[src/pps_pkg.sv]
package pps_pkg;

   localparam int MAG_W = 7;
   localparam int CNT_W = 7;
   localparam int INV_W = 11;
   localparam int ODD_W = 7;
   localparam int PSI_W = 13;

   typedef struct packed {
      logic signed [7:0] element;
      logic              last;
   } req_item_type;

   typedef struct packed {
      logic [INV_W-1:0] inversions;
      logic [ODD_W-1:0] odd_components;
      logic [PSI_W-1:0] psi_score;
      logic             invalid;
   } rsp_item_type;

   // element token moving down the cell chain
   typedef struct packed {
      logic             valid;
      logic             live;
      logic             last;
      logic [MAG_W-1:0] mag;
      logic [CNT_W-1:0] cnt;
      logic             dup;
      logic             bad;
      logic [ODD_W-1:0] odd;
   } token_type;

endpackage

[src/permutation_psi_score.sv]
// the last element of a sequence passes the front register, the N_MAX cells and the result register
// throughput: one element per cycle unless stalled; each element walks the chain
// of N_MAX cells, one cell per cycle, so the chain length sets the latency
// the whole chain halts while a result is held by rsp_stall
// reset (synchronous, active high) clears the seen bits, counters and all valids
module permutation_psi_score import pps_pkg::*; #(
   parameter int N_MAX = 64
) (
   input  logic         clock,
   input  logic         reset,
   input  logic         req_valid,
   output logic         req_stall,
   input  req_item_type req_item,
   output logic         rsp_valid,
   input  logic         rsp_stall,
   output rsp_item_type rsp_item
);

   logic         en;
   token_type    chain [N_MAX+1];

   logic [INV_W-1:0] inv_ff, inv_in;
   logic             dup_ff, dup_in;
   logic             rsp_valid_ff, rsp_valid_in;
   rsp_item_type     rsp_item_ff, rsp_item_in;

   token_type        tail;
   logic [INV_W-1:0] inv_sum;
   logic             bad;

   assign en        = !(rsp_valid_ff && rsp_stall);
   assign req_stall = !en;

   pps_front #(.N_MAX(N_MAX)) u_front (
      .clock    (clock),
      .reset    (reset),
      .en       (en),
      .in_valid (req_valid),
      .in_item  (req_item),
      .tok_out  (chain[0])
   );

   for (genvar i = 0; i < N_MAX; i++) begin : g_cell
      pps_cell #(.IDX(i)) u_cell (
         .clock (clock),
         .reset (reset),
         .en    (en),
         .tok_i (chain[i]),
         .tok_o (chain[i+1])
      );
   end

   assign tail = chain[N_MAX];

   always_comb begin
      inv_sum      = INV_W'(inv_ff + INV_W'(tail.cnt));
      bad          = tail.bad || tail.dup || dup_ff;
      inv_in       = inv_ff;
      dup_in       = dup_ff;
      rsp_valid_in = rsp_valid_ff;
      rsp_item_in  = rsp_item_ff;
      if (en) begin
         rsp_valid_in = 1'b0;
         if (tail.valid) begin
            if (tail.last) begin
               inv_in       = '0;
               dup_in       = 1'b0;
               rsp_valid_in = 1'b1;
               if (bad) begin
                  rsp_item_in = '{inversions: '0, odd_components: '0,
                                  psi_score: '0, invalid: 1'b1};
               end else begin
                  rsp_item_in.inversions     = inv_sum;
                  rsp_item_in.odd_components = tail.odd;
                  rsp_item_in.psi_score      = PSI_W'({inv_sum, 1'b0}) + PSI_W'(tail.odd);
                  rsp_item_in.invalid        = 1'b0;
               end
            end else begin
               inv_in = inv_sum;
               dup_in = dup_ff || tail.dup;
            end
         end
      end
   end

   always_ff @(posedge clock) begin
      if (reset) begin
         inv_ff       <= '0;
         dup_ff       <= 1'b0;
         rsp_valid_ff <= 1'b0;
      end else begin
         inv_ff       <= inv_in;
         dup_ff       <= dup_in;
         rsp_valid_ff <= rsp_valid_in;
      end
      rsp_item_ff <= rsp_item_in;
   end

   assign rsp_valid = rsp_valid_ff;
   assign rsp_item  = rsp_item_ff;

endmodule

[src/pps_front.sv]
module pps_front import pps_pkg::*; #(
   parameter int N_MAX = 64
) (
   input  logic         clock,
   input  logic         reset,
   input  logic         en,
   input  logic         in_valid,
   input  req_item_type in_item,
   output token_type    tok_out
);

   logic [CNT_W-1:0] count_ff, count_in;
   logic [MAG_W-1:0] max_ff, max_in;
   logic [CNT_W-1:0] start_ff, start_in;
   logic [ODD_W-1:0] odd_ff, odd_in;
   logic             err_ff, err_in;
   token_type        tok_ff, tok_in;

   logic [7:0]       mag8;
   logic             bad_mag;
   logic             full;
   logic             err_now;
   logic [CNT_W-1:0] new_count;
   logic [MAG_W-1:0] new_max;
   logic             close;
   logic [ODD_W-1:0] odd_new;

   always_comb begin
      mag8      = in_item.element[7] ? 8'(-in_item.element) : 8'(in_item.element);
      bad_mag   = (mag8 == 8'd0) || (mag8 > 8'(N_MAX));
      full      = (count_ff >= CNT_W'(N_MAX));
      err_now   = err_ff || bad_mag || full;
      new_count = CNT_W'(count_ff + 1'b1);
      new_max   = (mag8[MAG_W-1:0] > max_ff) ? mag8[MAG_W-1:0] : max_ff;
      close     = (CNT_W'(new_max) == new_count);
      odd_new   = (close && (new_count[0] ^ start_ff[0])) ? ODD_W'(odd_ff + 1'b1) : odd_ff;
   end

   always_comb begin
      count_in = count_ff;
      max_in   = max_ff;
      start_in = start_ff;
      odd_in   = odd_ff;
      err_in   = err_ff;
      if (en && in_valid) begin
         if (in_item.last) begin
            count_in = '0;
            max_in   = '0;
            start_in = '0;
            odd_in   = '0;
            err_in   = 1'b0;
         end else if (!err_now) begin
            count_in = new_count;
            max_in   = new_max;
            start_in = close ? new_count : start_ff;
            odd_in   = odd_new;
         end else begin
            err_in = 1'b1;
         end
      end
   end

   always_comb begin
      tok_in = tok_ff;
      if (en) begin
         tok_in.valid = in_valid;
         tok_in.live  = !err_now;
         tok_in.last  = in_item.last;
         tok_in.mag   = mag8[MAG_W-1:0];
         tok_in.cnt   = '0;
         tok_in.dup   = 1'b0;
         tok_in.bad   = err_now || !close;
         tok_in.odd   = odd_new;
      end
   end

   always_ff @(posedge clock) begin
      if (reset) begin
         count_ff     <= '0;
         max_ff       <= '0;
         start_ff     <= '0;
         odd_ff       <= '0;
         err_ff       <= 1'b0;
         tok_ff.valid <= 1'b0;
      end else begin
         count_ff <= count_in;
         max_ff   <= max_in;
         start_ff <= start_in;
         odd_ff   <= odd_in;
         err_ff   <= err_in;
         tok_ff   <= tok_in;
      end
   end

   assign tok_out = tok_ff;

endmodule

[src/pps_cell.sv]
module pps_cell import pps_pkg::*; #(
   parameter int IDX = 0
) (
   input  logic      clock,
   input  logic      reset,
   input  logic      en,
   input  token_type tok_i,
   output token_type tok_o
);

   localparam logic [MAG_W-1:0] CELL_MAG = MAG_W'(IDX + 1);

   logic      seen_ff, seen_in;
   token_type tok_ff, tok_in;
   logic      hit;
   logic      above;

   always_comb begin
      hit     = tok_i.valid && tok_i.live && (tok_i.mag == CELL_MAG);
      above   = tok_i.valid && tok_i.live && (tok_i.mag < CELL_MAG) && seen_ff;
      seen_in = seen_ff;
      tok_in  = tok_ff;
      if (en) begin
         tok_in = tok_i;
         if (above) begin
            tok_in.cnt = CNT_W'(tok_i.cnt + 1'b1);
         end
         if (hit && seen_ff) begin
            tok_in.dup = 1'b1;
         end
         if (tok_i.valid && tok_i.last) begin
            seen_in = 1'b0;
         end else if (hit) begin
            seen_in = 1'b1;
         end
      end
   end

   always_ff @(posedge clock) begin
      if (reset) begin
         seen_ff      <= 1'b0;
         tok_ff.valid <= 1'b0;
      end else begin
         seen_ff <= seen_in;
         tok_ff  <= tok_in;
      end
   end

   assign tok_o = tok_ff;

endmodule

[config.mk]
export PLATFORM = sky130hd
export DESIGN_NAME = permutation_psi_score
export DESIGN_NICKNAME = d
export VERILOG_FILES = /design/src/pps_pkg.sv /design/src/permutation_psi_score.sv /design/src/pps_front.sv /design/src/pps_cell.sv
export SDC_FILE = /design/constraint.sdc
export NUM_CORES = 2
export LEC_CHECK = 0
export ABC_AREA = 0
export CAP_MARGIN = 0
export CORE_ASPECT_RATIO = 0.9
export CORE_MARGIN = 3
export CORE_UTILIZATION = 57
export CTS_CLUSTER_DIAMETER = 200
export DETAILED_ROUTE_END_ITERATION = 6
export DONT_BUFFER_PORTS = 1
export PLACE_DENSITY = 0.75
export SLEW_MARGIN = 25
export SYNTH_ARGS = -nofsm -noshare
export SYNTH_HDL_FRONTEND = slang
export SYNTH_SLANG_ARGS = --single-unit
[constraint.sdc]
create_clock -name clock -period 77.9 [get_ports clock]
set_input_delay 11.685 -clock clock [delete_from_list [all_inputs] [get_ports clock]]
set_output_delay 11.685 -clock clock [all_outputs]
set_load 0.03 [all_outputs]
==> summary.txt <==
Run status
  – Status: finished, violations left
  – Failing checks: DRC

Global routing
  – Total GRT Usage: 16.6%
  – Grt total ovfl: 0
  – Pin count of the biggest net entering global routing: 213
  – GRT met3 Usage: 3.37%
  – Busiest grt layer: met2
  – Vias in the first global route: 31400
  – M1 GR Usage: 22.0%
  – Met2 track demand over resource: 27.7%
  – Initial antenna violation count: 1
  – First-pass GRT wire length: 159000 microns

CTS
  – Clk Latency, worst-skew pair: 0.76 ns
  – Maximum clock insertion buffer count: 3
  – Cts repair resizes: 0
  – CTS Hold Bufs: 0
  – Number of CTS-inserted buffers: 162
  – Clock slew at reported path FFs: 0.06 ns
  – Clk sinks: 1784
  – CTS H-tree depth: 4
  – CTS tree: built
  – Clk root buf: clkbuf_16
  – # Post-CTS Setup Buffers: 0

Power
  – Net Sw Power: 390 uW
  – Final Power: 1.96 mW
  – Clock share of power: 40.3%
  – Sw Ratio: 19.9%
  – Pleak: 24.8 nW
  – Comb power frac: 2.3%
  – Sequential power share: 57.3%
  – Cell-internal power: 1.57 mW
  – Maximum vdd drop: 19.0 uV
  – Power Dens Cells: 26.8 nW/um^2

Logic synthesis
  – Post-Synthesis Cell Area: 65900 sq um
  – Post-synthesis sequential area ratio: 78.8%
  – Ys async rst share: 0%
  – Post-Syn Area per Cell: 16.8 sq um
  – Post-synth top flop: edfxtp_1
  – Post-Synthesis Cells: 3919
  – Yosys cell types: 91
  – Synth warn: 0
  – Synthesis-stage register bit count: 1784
  – EDFF count, synth: 1619
  – Syn nets: 4019

Min path
  – Worst Hold Path EP: g_cell[28].u_cell.tok_o[3]
  – Hold path startpoint: g_cell[27].u_cell.tok_o[3]
  – Hold Path Class: reg -> reg
  – Hold Path Stages: 0

Die
  – Die Y: 329 microns
  – # IOs: 47
  – Core area: 114000 sq um
  – Die Width: 364 microns
  – Initial Util: 57.9%
  – Die area: 120000 sq um
  – Rows: 117

Worst setup path
  – Setup CP Type: in -> out
  – Crit path max-delay family: buffers and inverters
  – R2R cell count: 8
  – Bufs and invs on worst path: 1
  – Crit-path cells: nand2_8 > inv_2
  – Critical path endpoint category: output pin
  – Worst path required time: 66.21 ns
  – Maximum fanout along the worst path: 86
  – Slowest Stage Delay on Critical Path: 0.37 ns
  – Worst R2R Setup Slack: 72.65 ns
  – CP arrival: 12.32 ns
  – Worst reg2reg startpoint: rsp_valid
  – Slowest-stage cell, CP: inv_2
  – R2R Path End: g_cell[37].u_cell.tok_o[17]
  – Startpoint Class: input pin

Place
  – Port Buffers: 0
  – # placed instances: 5369
  – Hpwl dp: 56300 microns
  – Routability Congestion: 0.835
  – Placed Area: 67800 sq um

Finish
  – Share of layout cells above drive strength 1: 9.39%
  – Final Non-Filler Cells: 5674
  – Finished Core Util: 64.3%
  – Layout Nets: 4148
  – Antenna cells: 0
  – FILL cells: 7617
  – Synthesis-to-finish area growth: 11.1%
  – Final Instance Area: 73200 sq um

Run
  – Max-Cap Viols: 0

STA
  – Rel. slew slack: 25.4%
  – Max Freq: 41.7 MHz
  – Final hold violations: 0
  – TNS Setup: 0 ns
  – Layout Skew: 0.0289 ns
  – Post-route clock period utilization: 30.8%
  – RSZ-0062 raised after global routing: false
  – Min cycle time layout: 24.01 ns
  – Worst-Margin Slew: 1.12 ns
  – Slew Viols, Final: 0
  – Final setup violating endpoints: 0

Detailed routing
  – Drt initial violations: 2547
  – Drt pass-1 iters: 7
  – DR vias: 31500
  – Remaining antenna violation count: 0
  – Via density per instance: 5.56
  – Wire per inst: 17.2 microns
  – Total Wirelength: 97800 microns
  – DR DRC count: 1
[final cells by class]
type                            count  area [sq um]  share of cell area (%)
Sequential cell                  1784         51900                    70.9
Multi-Input combinational cell   2028         13600                    18.6
Clock buffer                      233          4600                    6.29
Tap cell                         1487          1860                    2.54
Clock inverter                     70           754                    1.03
Timing Repair Buffer               28           310                   0.424
Inverter                           44           165                   0.226
[Yosys cell counts, types with 3 or more instances]
master | instances | share of area [%]
a21oi_1 | 161 | 1.2
o21ai_0 | 19 | 0.14
buf_1 | 5 | 0.028
o211a_1 | 3 | 0.046
and3_1 | 45 | 0.43
ha_1 | 85 | 1.6
nor3_1 | 39 | 0.30
and4_1 | 24 | 0.32
nand4_1 | 90 | 0.85
a311oi_1 | 67 | 0.89
a21o_1 | 71 | 0.81
a211o_1 | 5 | 0.066
xnor2_1 | 247 | 3.3
o21bai_1 | 4 | 0.046
o21a_1 | 5 | 0.057
nor3b_1 | 20 | 0.23
nor4b_1 | 19 | 0.25
xor2_1 | 140 | 1.9
nand2_1 | 378 | 2.2
nand2b_1 | 9 | 0.085
inv_1 | 42 | 0.24
nor2b_1 | 3 | 0.028
clkbuf_1 | 53 | 0.30
mux2_2 | 64 | 1.1
and2_1 | 29 | 0.28
or3_1 | 7 | 0.066
or2_2 | 20 | 0.19
dfxtp_1 | 165 | 5.0
or4b_2 | 4 | 0.061
nor4bb_1 | 3 | 0.046
or4_1 | 8 | 0.091
a22oi_1 | 19 | 0.22
nand3_1 | 108 | 0.82
nor2_1 | 179 | 1.0
a31oi_1 | 10 | 0.095
nor4_1 | 36 | 0.34
a211oi_1 | 9 | 0.10
nand4b_1 | 12 | 0.16
and4b_1 | 6 | 0.091
nand3b_1 | 14 | 0.16
o211ai_1 | 9 | 0.10
edfxtp_1 | 1619 | 74
[power groups by stage]
stage	clock, mW	sequential, mW	combinational [mW]
floorplan	0	1.19	0.0366
global placement	0	1.14	0.0438
detailed placement	0	1.14	0.0456
CTS	0.809	1.13	0.0462
global route	0.849	1.13	0.0519
finish	0.792	1.12	0.0459
[cells in the final DEF, fill, tap and decap left out, types with 39 or more instances in the layout]
master	synthesis	layout
xor2_1	140	140
a21oi_1	161	161
clkbuf_1	53	46
nor2_1	179	177
nand2_1	378	378
nor3_1	39	39
a21o_1	71	71
mux2_2	64	64
a311oi_1	67	67
xnor2_1	247	247
edfxtp_1	1619	1619
inv_1	42	42
and3_1	45	45
nand3_1	108	108
nand4_1	90	90
ha_1	85	85
clkbuf_16	0	165
dfxtp_1	165	165
[logic make-up after synthesis]
| family | synth area share, % |
|---|---|
| multiplexers | 1.11 |
| AND/OR/NAND/NOR | 8.30 |
| XOR/XNOR | 5.14 |
| buffers and inverters | 0.645 |
| flip-flops | 78.8 |
| AO/OA/AOI/OAI | 4.35 |
| adder cells (fa/ha/maj) | 1.67 |
[worst max path at each step]
stage	start	end	slack, ns	depth (start not counted)
3_5_place_dp	rsp_stall	req_stall	53.85	2
4_1_cts	rsp_stall	req_stall	53.84	2
3_3_place_gp	rsp_stall	req_stall	53.85	2
2_1_floorplan	rsp_stall	g_cell[0].u_cell.tok_o[0]	23.50	4
6_report	rsp_stall	req_stall	53.89	2
5_1_grt	rsp_stall	req_stall	53.79	2
[state kept, by name, indices dropped and copies added, names as in the netlist]
name,flops
dup_ff,1
g_cell.u_cell.seen_ff,64
g_cell.u_cell.tok_o,1635
inv_ff,11
rsp_item,31
rsp_valid,1
u_front.count_ff,7
u_front.err_ff,1
u_front.max_ff,7
u_front.odd_ff,7
u_front.start_ff,1
u_front.tok_out,18
[routing by layer]
metal,routed length [microns],share of wire [%],vias up
li1,-,-,15200
met1,42100,43,15500
met2,48700,50,638
met3,4680,4.8,177
met4,2200,2.3,0
met5,0,0,-
[metrics by stage]
stage / hold WS (ns) / setup slack [ns]
after floorplan: 0.400 / 23.50
after global routing: 0.412 / 53.79
final: 0.403 / 53.89
after global placement: 0.401 / 53.85
after detailed placement: 0.405 / 53.85
after CTS: 0.391 / 53.84
Note: power is estimated with default switching activity, not from simulation.
